### config.mk
export PLATFORM = sky130hd
export DESIGN_NAME = indexed_list_insert_erase_unit
export DESIGN_NICKNAME = d
export VERILOG_FILES = /design/src/rtl/ilie_pkg.sv /design/src/rtl/indexed_list_insert_erase_unit.sv /design/src/rtl/ilie_cell.sv
export SDC_FILE = /design/constraint.sdc
export NUM_CORES = 2
export LEC_CHECK = 0
export ABC_AREA = 0
export BUFFER_PORTS_ARGS = -buffer_cell sky130_fd_sc_hd__buf_2
export CAP_MARGIN = 20
export CORE_MARGIN = 5
export CORE_UTILIZATION = 54
export CTS_CLUSTER_SIZE = 16
export DETAILED_ROUTE_END_ITERATION = 12
export PLACE_DENSITY = 0.7
export REMOVE_ABC_BUFFERS = 1
export SYNTH_ARGS = -nofsm -noshare
export SYNTH_HDL_FRONTEND = slang
export SYNTH_SLANG_ARGS = --single-unit
### constraint.sdc
create_clock -name clk_i -period 9.45 [get_ports clk_i]
set_input_delay 0.945 -clock clk_i [delete_from_list [all_inputs] [get_ports clk_i]]
set_output_delay 0.945 -clock clk_i [all_outputs]
set_load 0.005 [all_outputs]
### src/rtl/ilie_pkg.sv
// Shared types and constants for the indexed list insert/erase unit.
// No dependencies; used by the storage cell and the top level.
`default_nettype none

package ilie_pkg;

  // Capacity of the list and width of one stored word.
  localparam int unsigned DEPTH     = 16;
  localparam int unsigned WORD_BITS = 32;

  // Fixed port widths.
  localparam int unsigned POS_BITS  = 5;
  localparam int unsigned DATA_BITS = 32;

  // Width of a count that can hold DEPTH itself, and of an index into the list.
  localparam int unsigned CNT_W = $clog2(DEPTH + 1);
  localparam int unsigned IDX_W = (DEPTH > 1) ? $clog2(DEPTH) : 1;

  // Width used to compare a position against a count without losing bits.
  localparam int unsigned CMP_W = (CNT_W > POS_BITS) ? CNT_W : POS_BITS;

  typedef enum logic [2:0] {
    OP_PUSH     = 3'd0,
    OP_POP      = 3'd1,
    OP_INSERT   = 3'd2,
    OP_ERASE    = 3'd3,
    OP_READ     = 3'd4,
    OP_ROTATE   = 3'd5,
    OP_TRUNCATE = 3'd6
  } op_e;

  typedef enum logic [1:0] {
    ST_OK    = 2'd0,
    ST_RANGE = 2'd1,
    ST_FULL  = 2'd2
  } status_e;

  // What every cell of the row does at each clock edge.
  typedef enum logic [1:0] {
    CELL_HOLD,
    CELL_INSERT,
    CELL_ERASE,
    CELL_ROTATE
  } cell_op_e;

  // Command broadcast to the whole row of cells.
  typedef struct packed {
    cell_op_e           kind;
    logic [CNT_W-1:0]   pos;
    logic [CNT_W-1:0]   cnt;
  } cell_cmd_t;

endpackage

`default_nettype wire

### src/rtl/indexed_list_insert_erase_unit.sv
// Top level of the indexed list insert/erase unit: a row of ilie_cell storage
// cells, the operation decoder and the result registers. Depends on ilie_pkg.
`default_nettype none

// Channel  | Direction | Handshake                     | Word
// ---------+-----------+-------------------------------+-----------------------------------
// command  | in        | start high while busy is low  | operation_i, position_i, value_i
// result   | out       | done_o high for one cycle     | read_data_o, status_o,
//          |           |                               | element_count_o
//
// Push, pop, insert, erase, read and truncate complete at the accepting edge, where the
// cells that change load from the input word or a neighbor; the result word is strobed
// in the following cycle. A new command may be given in that cycle. Rotating by p
// positions steps the live words one place left per cycle, the first step at the
// accepting edge; busy is high while the remaining steps run, and done_o follows.
// Reset empties the list at once; the stored words themselves are not cleared.
// The receiver cannot stall the result; each result word stands for one cycle only.

module indexed_list_insert_erase_unit
  import ilie_pkg::*;
(
  input  wire logic                 clk_i,
  input  wire logic                 rst_ni,
  input  wire logic                 start,
  output logic                      busy,
  input  wire logic [2:0]           operation_i,
  input  wire logic [POS_BITS-1:0]  position_i,
  input  wire logic [DATA_BITS-1:0] value_i,
  output logic                      done_o,
  output logic [DATA_BITS-1:0]      read_data_o,
  output logic [1:0]                status_o,
  output logic [POS_BITS-1:0]       element_count_o
);

  typedef enum logic {
    S_IDLE,
    S_ROTATE
  } state_e;

  state_e                state_q;
  logic                  done_q;
  logic [CNT_W-1:0]      count_q;
  logic [CNT_W-1:0]      count_d;
  logic [CNT_W-1:0]      steps_q;
  logic [DATA_BITS-1:0]  rdata_q;
  logic [DATA_BITS-1:0]  rdata_d;
  status_e               status_q;
  status_e               status_d;
  logic [POS_BITS-1:0]   ecount_q;

  logic                  accept;
  logic                  rot_start;
  op_e                   op;
  cell_cmd_t             cmd;
  logic [CMP_W-1:0]      pos_c;
  logic [CMP_W-1:0]      n_c;
  logic [CMP_W-1:0]      depth_c;
  logic [CMP_W-1:0]      cnt_ext;
  logic [63:0]           value_ext;
  logic [63:0]           rd_ext;
  logic [WORD_BITS-1:0]  cell_word [DEPTH];

  assign accept    = start && (state_q == S_IDLE);
  assign op        = op_e'(operation_i);
  assign pos_c     = CMP_W'(position_i);
  assign n_c       = CMP_W'(count_q);
  assign depth_c   = CMP_W'(DEPTH);
  assign cnt_ext   = CMP_W'(count_d);
  assign value_ext = 64'(value_i);
  assign rd_ext    = 64'(cell_word[pos_c[IDX_W-1:0]]);

  // The row of cells. Each cell sees its neighbors below and above and the
  // front word, which closes the ring during a rotation.
  for (genvar g = 0; g < DEPTH; g++) begin : g_cell
    logic [WORD_BITS-1:0] lower_w;
    logic [WORD_BITS-1:0] upper_w;

    if (g == 0) begin : g_first
      assign lower_w = '0;
    end else begin : g_inner_lo
      assign lower_w = cell_word[g-1];
    end

    if (g == DEPTH - 1) begin : g_last
      assign upper_w = '0;
    end else begin : g_inner_hi
      assign upper_w = cell_word[g+1];
    end

    ilie_cell u_cell (
      .clk_i   (clk_i),
      .cmd_i   (cmd),
      .index_i (CNT_W'(g)),
      .value_i (value_ext[WORD_BITS-1:0]),
      .lower_i (lower_w),
      .upper_i (upper_w),
      .front_i (cell_word[0]),
      .word_o  (cell_word[g])
    );
  end

  // Decode the accepted command into a row command, the new count and the
  // result word. Index checks come before the full check, as insert requires.
  always_comb begin
    cmd       = '{kind: CELL_HOLD, pos: '0, cnt: count_q};
    count_d   = count_q;
    status_d  = ST_OK;
    rdata_d   = '0;
    rot_start = 1'b0;
    if (state_q == S_ROTATE) begin
      cmd.kind = CELL_ROTATE;
    end else if (accept) begin
      unique case (op)
        OP_PUSH: begin
          if (n_c >= depth_c) begin
            status_d = ST_FULL;
          end else begin
            cmd.kind = CELL_INSERT;
            cmd.pos  = count_q;
            count_d  = count_q + CNT_W'(1);
          end
        end
        OP_POP: begin
          if (count_q != '0) begin
            count_d = count_q - CNT_W'(1);
          end
        end
        OP_INSERT: begin
          if (pos_c > n_c) begin
            status_d = ST_RANGE;
          end else if (n_c >= depth_c) begin
            status_d = ST_FULL;
          end else begin
            cmd.kind = CELL_INSERT;
            cmd.pos  = pos_c[CNT_W-1:0];
            count_d  = count_q + CNT_W'(1);
          end
        end
        OP_ERASE: begin
          if (pos_c >= n_c) begin
            status_d = ST_RANGE;
          end else begin
            cmd.kind = CELL_ERASE;
            cmd.pos  = pos_c[CNT_W-1:0];
            count_d  = count_q - CNT_W'(1);
          end
        end
        OP_READ: begin
          if (pos_c >= n_c) begin
            status_d = ST_RANGE;
          end else begin
            rdata_d = rd_ext[DATA_BITS-1:0];
          end
        end
        OP_ROTATE: begin
          if (pos_c != '0 && pos_c < n_c) begin
            cmd.kind  = CELL_ROTATE;
            rot_start = 1'b1;
          end
        end
        OP_TRUNCATE: begin
          if (pos_c < n_c) begin
            count_d = pos_c[CNT_W-1:0];
          end
        end
        default: begin
          status_d = ST_OK;
        end
      endcase
    end
  end

  // Control state and the result registers.
  always_ff @(posedge clk_i or negedge rst_ni) begin
    if (!rst_ni) begin
      state_q  <= S_IDLE;
      done_q   <= 1'b0;
      count_q  <= '0;
      steps_q  <= '0;
      rdata_q  <= '0;
      status_q <= ST_OK;
      ecount_q <= '0;
    end else begin
      done_q <= 1'b0;
      unique case (state_q)
        S_IDLE: begin
          if (accept) begin
            count_q  <= count_d;
            rdata_q  <= rdata_d;
            status_q <= status_d;
            ecount_q <= cnt_ext[POS_BITS-1:0];
            if (rot_start && pos_c > CMP_W'(1)) begin
              // The first step happened at this edge; the rest follow one a cycle.
              state_q <= S_ROTATE;
              steps_q <= pos_c[CNT_W-1:0] - CNT_W'(1);
            end else begin
              done_q <= 1'b1;
            end
          end
        end
        S_ROTATE: begin
          steps_q <= steps_q - CNT_W'(1);
          if (steps_q == CNT_W'(1)) begin
            state_q <= S_IDLE;
            done_q  <= 1'b1;
          end
        end
        default: begin
          state_q <= S_IDLE;
        end
      endcase
    end
  end

  assign busy            = (state_q == S_ROTATE);
  assign done_o          = done_q;
  assign read_data_o     = rdata_q;
  assign status_o        = status_q;
  assign element_count_o = ecount_q;

`ifndef NO_ASSERTIONS
  a_done_not_busy : assert property (@(posedge clk_i) disable iff (!rst_ni)
    done_o |-> !busy)
    else $error("result strobed while a rotation is still running");

  a_count_bound : assert property (@(posedge clk_i) disable iff (!rst_ni)
    count_q <= CNT_W'(DEPTH))
    else $error("live count exceeds capacity");

  a_read_one_cycle : assert property (@(posedge clk_i) disable iff (!rst_ni)
    (start && !busy && operation_i == OP_READ) |=> done_o)
    else $error("read result not strobed in the next cycle");

  a_full_at_capacity : assert property (@(posedge clk_i) disable iff (!rst_ni)
    (done_o && status_o == ST_FULL) |-> (count_q == CNT_W'(DEPTH)))
    else $error("full status while the list has room");

  a_count_stable_busy : assert property (@(posedge clk_i) disable iff (!rst_ni)
    busy |=> $stable(count_q))
    else $error("live count changed during a rotation");
`endif

endmodule

`default_nettype wire

### src/rtl/ilie_cell.sv
// One storage cell of the list: holds a single word and takes a new one from
// the input word or a neighbor. Depends on ilie_pkg.
`default_nettype none

module ilie_cell
  import ilie_pkg::*;
(
  input  wire logic                 clk_i,
  input  wire cell_cmd_t            cmd_i,
  input  wire logic [CNT_W-1:0]     index_i,
  input  wire logic [WORD_BITS-1:0] value_i,
  input  wire logic [WORD_BITS-1:0] lower_i,
  input  wire logic [WORD_BITS-1:0] upper_i,
  input  wire logic [WORD_BITS-1:0] front_i,
  output logic      [WORD_BITS-1:0] word_o
);

  logic [WORD_BITS-1:0] word_q;
  logic [WORD_BITS-1:0] word_d;
  logic [CNT_W:0]       idx_w;
  logic [CNT_W:0]       idx_p1;
  logic [CNT_W:0]       pos_w;
  logic [CNT_W:0]       cnt_w;

  assign idx_w  = {1'b0, index_i};
  assign idx_p1 = idx_w + (CNT_W + 1)'(1);
  assign pos_w  = {1'b0, cmd_i.pos};
  assign cnt_w  = {1'b0, cmd_i.cnt};

  always_comb begin
    word_d = word_q;
    case (cmd_i.kind)
      CELL_INSERT: begin
        // The new word lands at the position; the words above it move up by one.
        if (idx_w == pos_w) begin
          word_d = value_i;
        end else if (idx_w > pos_w && idx_w <= cnt_w) begin
          word_d = lower_i;
        end
      end
      CELL_ERASE: begin
        if (idx_w >= pos_w && idx_p1 < cnt_w) begin
          word_d = upper_i;
        end
      end
      CELL_ROTATE: begin
        // One step of a left rotation over the live words.
        if (idx_p1 < cnt_w) begin
          word_d = upper_i;
        end else if (idx_p1 == cnt_w) begin
          word_d = front_i;
        end
      end
      default: begin
        word_d = word_q;
      end
    endcase
  end

  always_ff @(posedge clk_i) begin
    word_q <= word_d;
  end

  assign word_o = word_q;

endmodule

`default_nettype wire

* Word-level counts from Yosys, hierarchy flattened
Index checks and enable logic that the tools add are counted.
Storage, ports and cells: flip-flop bits (word level) 558, input bits 43, logic and storage cells 388
Operators by class: add/sub/neg operators 4, magnitude comparators 70, equal/unequal tests 94, mux-type cells 135, bitwise operators 2, reduce and logical (&&, ||, !) cells 61
Operators with widths (count):
- 32-bit two-way mux | 83
- 32-bit case mux with 3 select lines | 16
- 32-bit binary-select mux with 4-bit select | 1
- 3-bit by 1-bit != test with 1-bit output (second input constant) | 31
- 4-bit by 5-bit equality test with 1-bit output (first input constant) | 16
- 4-bit AND reduction | 16
- 3-bit by 5-bit equality test with 1-bit output (first input constant) | 8
- 4-bit by 5-bit greater-or-equal comparator with 1-bit output (first input constant) | 8
- 4-bit by 5-bit > comparator with 1-bit output (first input constant) | 8
- 4-bit by 5-bit less-or-equal comparator with 1-bit output (first input constant) | 8
- 4-bit by 5-bit less-than comparator with 1-bit output (first input constant) | 8
- 5-bit two-way mux | 8
- 2-bit by 1-bit != test with 1-bit output (second input constant) | 18
- 1-bit logical AND | 35
- 5-bit case mux with 5 select lines | 1
- 2-bit by 5-bit equality test with 1-bit output (first input constant) | 4
- 3-bit by 5-bit greater-or-equal comparator with 1-bit output (first input constant) | 4
- 3-bit by 5-bit > comparator with 1-bit output (first input constant) | 4
- 3-bit by 5-bit less-or-equal comparator with 1-bit output (first input constant) | 4
- 3-bit by 5-bit less-than comparator with 1-bit output (first input constant) | 4
- 6-bit two-way mux | 3
- 5-bit case mux with 3 select lines | 1
- 5-bit nonzero test | 3
- 5-bit by 1-bit subtractor with 5-bit output (second input constant) | 3
- 39 further kinds | 71

* Longest topological paths before layout
word-level depth 11, gate-level depth with buffers 16

* By module
A second synthesis with hierarchy kept.
Second synthesis, totals: cells, all modules 4552, area, all modules 44410.1 µm²
Modules (own cells, without submodules):
- ilie_cell (g_cell[0].u_cell ...) | times used 13, cells each 251, area an instance 2354.8 µm², seq. area each 960.9 µm²
- indexed_list_insert_erase_unit | times used 1, cells each 546, area an instance 6723.9 µm², seq. area each 1151.1 µm²
- ilie_cell (g_cell[5].u_cell ...) | times used 2, cells each 246, area an instance 2348.5 µm², seq. area each 960.9 µm²
- ilie_cell (g_cell[4].u_cell) | times used 1, cells each 251, area an instance 2377.3 µm², seq. area each 960.9 µm²

* Worst setup path before layout
No wires, ideal clock.
path kind input to register, start input port position_i[1], end register g_cell[2].u_cell.word_q[0] (enable), library setup time 0.594 ns, arrival time 8.401 ns, setup slack 0.455 ns, stages 12, path buffers 5, cells stage by stage clkbuf_1 -> buf_2 -> buf_2 -> buf_2 -> inv_1 -> ha_1 -> nor4b_2 -> nor3_2 -> a41oi_2 -> and3_1 -> clkbuf_1 -> a2111oi_0
On the way: longest elaborated chain between the ends 9, elaborated cells on any way between the ends 27, those cells by class order compare (5); eq/ne (7); mux (9); reduce/logical (6)
RTL lines:
- start: declaration | line indexed_list_insert_erase_unit.sv:27 | input wire logic [POS_BITS-1:0] position_i,
- 5-bit greater-or-equal comparator, or another cell as far along | line indexed_list_insert_erase_unit.sv:140 | if (pos_c >= n_c) begin
- 7-bit two-way mux, or another cell as far along | line indexed_list_insert_erase_unit.sv:140
- 5-bit case mux with 3 select lines / 2-bit two-way mux (equally long branches) | line indexed_list_insert_erase_unit.sv:113, indexed_list_insert_erase_unit.sv:156
- 7-bit two-way mux * | line indexed_list_insert_erase_unit.sv:112 | end else if (accept) begin
- 5-bit two-way mux / 7-bit two-way mux (equally long branches) | line indexed_list_insert_erase_unit.sv:110, indexed_list_insert_erase_unit.sv:112
- 2-bit by 5-bit > comparator with 1-bit output, or another cell as far along | line ilie_cell.sv:37 | end else if (idx_w > pos_w && idx_w <= cnt_w) begin
- 1-bit logical AND, or another cell as far along | line ilie_cell.sv:37
- 3-bit by 1-bit != test with 1-bit output (no source line), or another cell as far along
- 4-bit AND reduction (no source line) *
- end signal: assignment | line ilie_cell.sv:61 | word_q <= word_d;
- end: declaration | line ilie_cell.sv:18 | logic [WORD_BITS-1:0] word_q;
Mark *: on every way between the ends. The rest lies on a longest branch, timed or not. A chain may end at the register's enable or synchronous reset.

==> run summary <==
status - finished clean
Critical Path RT - 9.71 ns
DR vias - 30760
total CTS buffers - 61
Critical Path AT - 6.25 ns
critical path cell sequence - buf_4 > clkinv_1 > ha_1 > and3_1 > o21a_1 > nor4_1 > o21a_1 > nand2_2 > or2_2 > a21oi_4 > buf_4
hold crit path type - in2async
layout cells sized above 1 - 0.1721
# H-tree levels - 2
Cell Pwr Density - 421.6 nW/um2
Critical-path top delay cell - or2_2
Root Buffer - clkbuf_16
Post-DP Area - 36100 um2
post-DR vias/cell - 8.138
ys async rst share - 0.08244
FMAX - 0.1671 GHz
WL/cell - 35.71 um
Max FO, Critical Path - 33
syn_area_per_cell - 11.63 um2
flops & latches, synth - 558
clk sink count - 558
Tightest Pin Transition - 1.290 ns
die extent in x - 264.5 um
drt drc - 0
area grow syn2layout - 9.317%
worst r2r path cells - 11
Cells after Synth - 3008
Core ar. - 64350 um2
CTS clk-pin slew, worst paths - 0.06 ns
main flop type after synthesis - edfxtp_1
CP endpoint kind - flop
Starting Density - 0.5436
Final Max Tran Viols - 0
commonest non-fill, non-tap cells in the layout - 512 x edfxtp_1, 352 x a22oi_1, 259 x mux2i_1
drt first pass iters - 9
full die area - 69970 um2
Setup CP Type - reg2reg
vias in the first global route - 29890
initial antenna violation count - 3
synthesized area - 34980 um2
fin nets - 2926
Critical Path Stages - 11
global route overflow - 0
top cell family by delay on the critical path - simple AND/OR/NAND/NOR gates
largest net degree at the start of global routing - 249
Netlist cell types - 73
number of synthesized flops with an enable pin - 512
worst ir drop on vdd - 0.2982 mV
CTS-repair resized insts - 0
slowest cell delay on critical path - 0.97 ns
Tmin final - 5.983 ns
Die Span Y - 264.5 um
CP Launch Type - flop
detailed placement HPWL - 75130 um
worst skew pair latency - 0.67 ns
Final Wtd Congestion - 0.9206
gr usage total - 0.3669
final wirelength - 135000 um
port bufs - 83
Post-CTS Hold Buffers - 0
number of max-cap violations - 0
First DRT Iteration DRCs - 5550
row cnt - 93
ANT nets after route - 0
clock skew - 0.04391 ns
Final Hold Fails - 0
Ys Warns - 0
Setup Buffers After CTS - 0
Hold WS - 0.3505 ns
Final Cycle Share - 0.6331
Slew headroom - 0.1379
CTS tree - yes
first-pass GRT wire length - 197300 um
fin area - 38240 um2
WP buf/inv - 3
RSZ-0062 raised after global routing - false
Lkg Pwr - 14.04 nW
maximum clock path buffer count - 3
total I/O pin count - 84
register area share after synthesis - 0.4724
fin util - 0.5943
Setup Viol. Count Final - 0
commonest non-fill, non-tap cell in the layout - edfxtp_1
## final timing paths
kind                               startpoint                            to  slack, ns
max in group asynchronous              rst_ni                    steps_q[2]       8.22
max                        element_count_o[4]  g_cell[13].u_cell.word_o[23]       3.47
min reg2reg                    read_data_o[9]                read_data_o[9]       0.47
max reg2reg                element_count_o[4]  g_cell[13].u_cell.word_o[23]       3.47
min in group clk_i             read_data_o[9]                read_data_o[9]       0.47
min                                    rst_ni               read_data_o[29]       0.35
## where the power goes
group	switching [mW]	total (mW)	internal, mW
clock	1.06	2.51	1.45
sequential	1.29	6.16	4.87
combinational	4.75	7.45	2.70
total	7.10	16.1	9.02
## metrics by stage
step	setup TNS (ns)	total power [mW]	setup slack, ns	instances
floorplan	-106.22	10.27	-0.6664	2645
global placement	0	12.85	3.213	3654
detailed placement	0	13.19	3.122	3658
CTS	0	15.71	3.596	3774
global route	0	16.61	3.307	3777
finish	0	16.12	3.467	3780
## flip-flops by register name, summed over array words and instances (netlist names)
signal and flops:
steps_q 5, read_data_o 32, status_o 2, busy 1, done_o 1, element_count_o 5
g_cell.u_cell.word_o 512
## logic make-up (layout without fill, tap and decap cells)
logic type,Yosys count,after routing,share of synthesized area
AOI/OAI and AO/OA,1207,1207,0.2429
DFF,558,558,0.4724
muxes,419,419,0.1771
buffers and inverters,410,324,0.04771
and+or+nand+nor,394,394,0.05337
adders and majority gates,14,14,0.005008
xor gates and xnor gates,6,6,0.001502
other,0,3,0
## cell type report
class | instances | area (um2)
tap | 855 | 1070
clock buffer | 82 | 1668
sequential | 558 | 16530
inverter | 47 | 176.4
antenna | 3 | 7.507
timing repair buffer | 161 | 1125
clock inverter | 34 | 392.9
fill | 5134 | 26110
multi-input combinational | 2040 | 17280
## metal layers
metal  vias to the layer above  GRT usage  wire (um)
met5                         -          0         11
met4                         2     0.1898       8621
met3                       656     0.1092      21220
met2                      3082     0.5429      58210
met1                     15000     0.4944      46920
li1                      12030          -          -
## synth_stat cells (6+ instances only)
cell type | count | area share
a21o_1 | 7 | 0.0015
inv_1 | 42 | 0.0045
a22o_1 | 66 | 0.017
clkbuf_1 | 271 | 0.029
buf_2 | 56 | 0.0080
a21oi_1 | 31 | 0.0044
nor2_1 | 55 | 0.0059
a221oi_1 | 6 | 0.0015
nor2b_1 | 9 | 0.0016
edfxtp_1 | 512 | 0.44
a22oi_1 | 352 | 0.076
dfrtp_1 | 46 | 0.033
and3_1 | 42 | 0.0075
o21ai_0 | 182 | 0.026
buf_6 | 6 | 0.0019
or3_1 | 6 | 0.0011
a2111oi_0 | 6 | 0.0015
nand4_1 | 11 | 0.0020
nand2_1 | 175 | 0.019
o21ai_1 | 177 | 0.025
ha_1 | 14 | 0.0050
a221o_1 | 96 | 0.027
nand3_1 | 51 | 0.0073
a31oi_1 | 12 | 0.0021
mux4_2 | 160 | 0.10
buf_1 | 26 | 0.0028
o211ai_1 | 226 | 0.049
mux2i_1 | 259 | 0.074
nor3_1 | 22 | 0.0031
No activity file was read; power rests on OpenSTA's default activity.
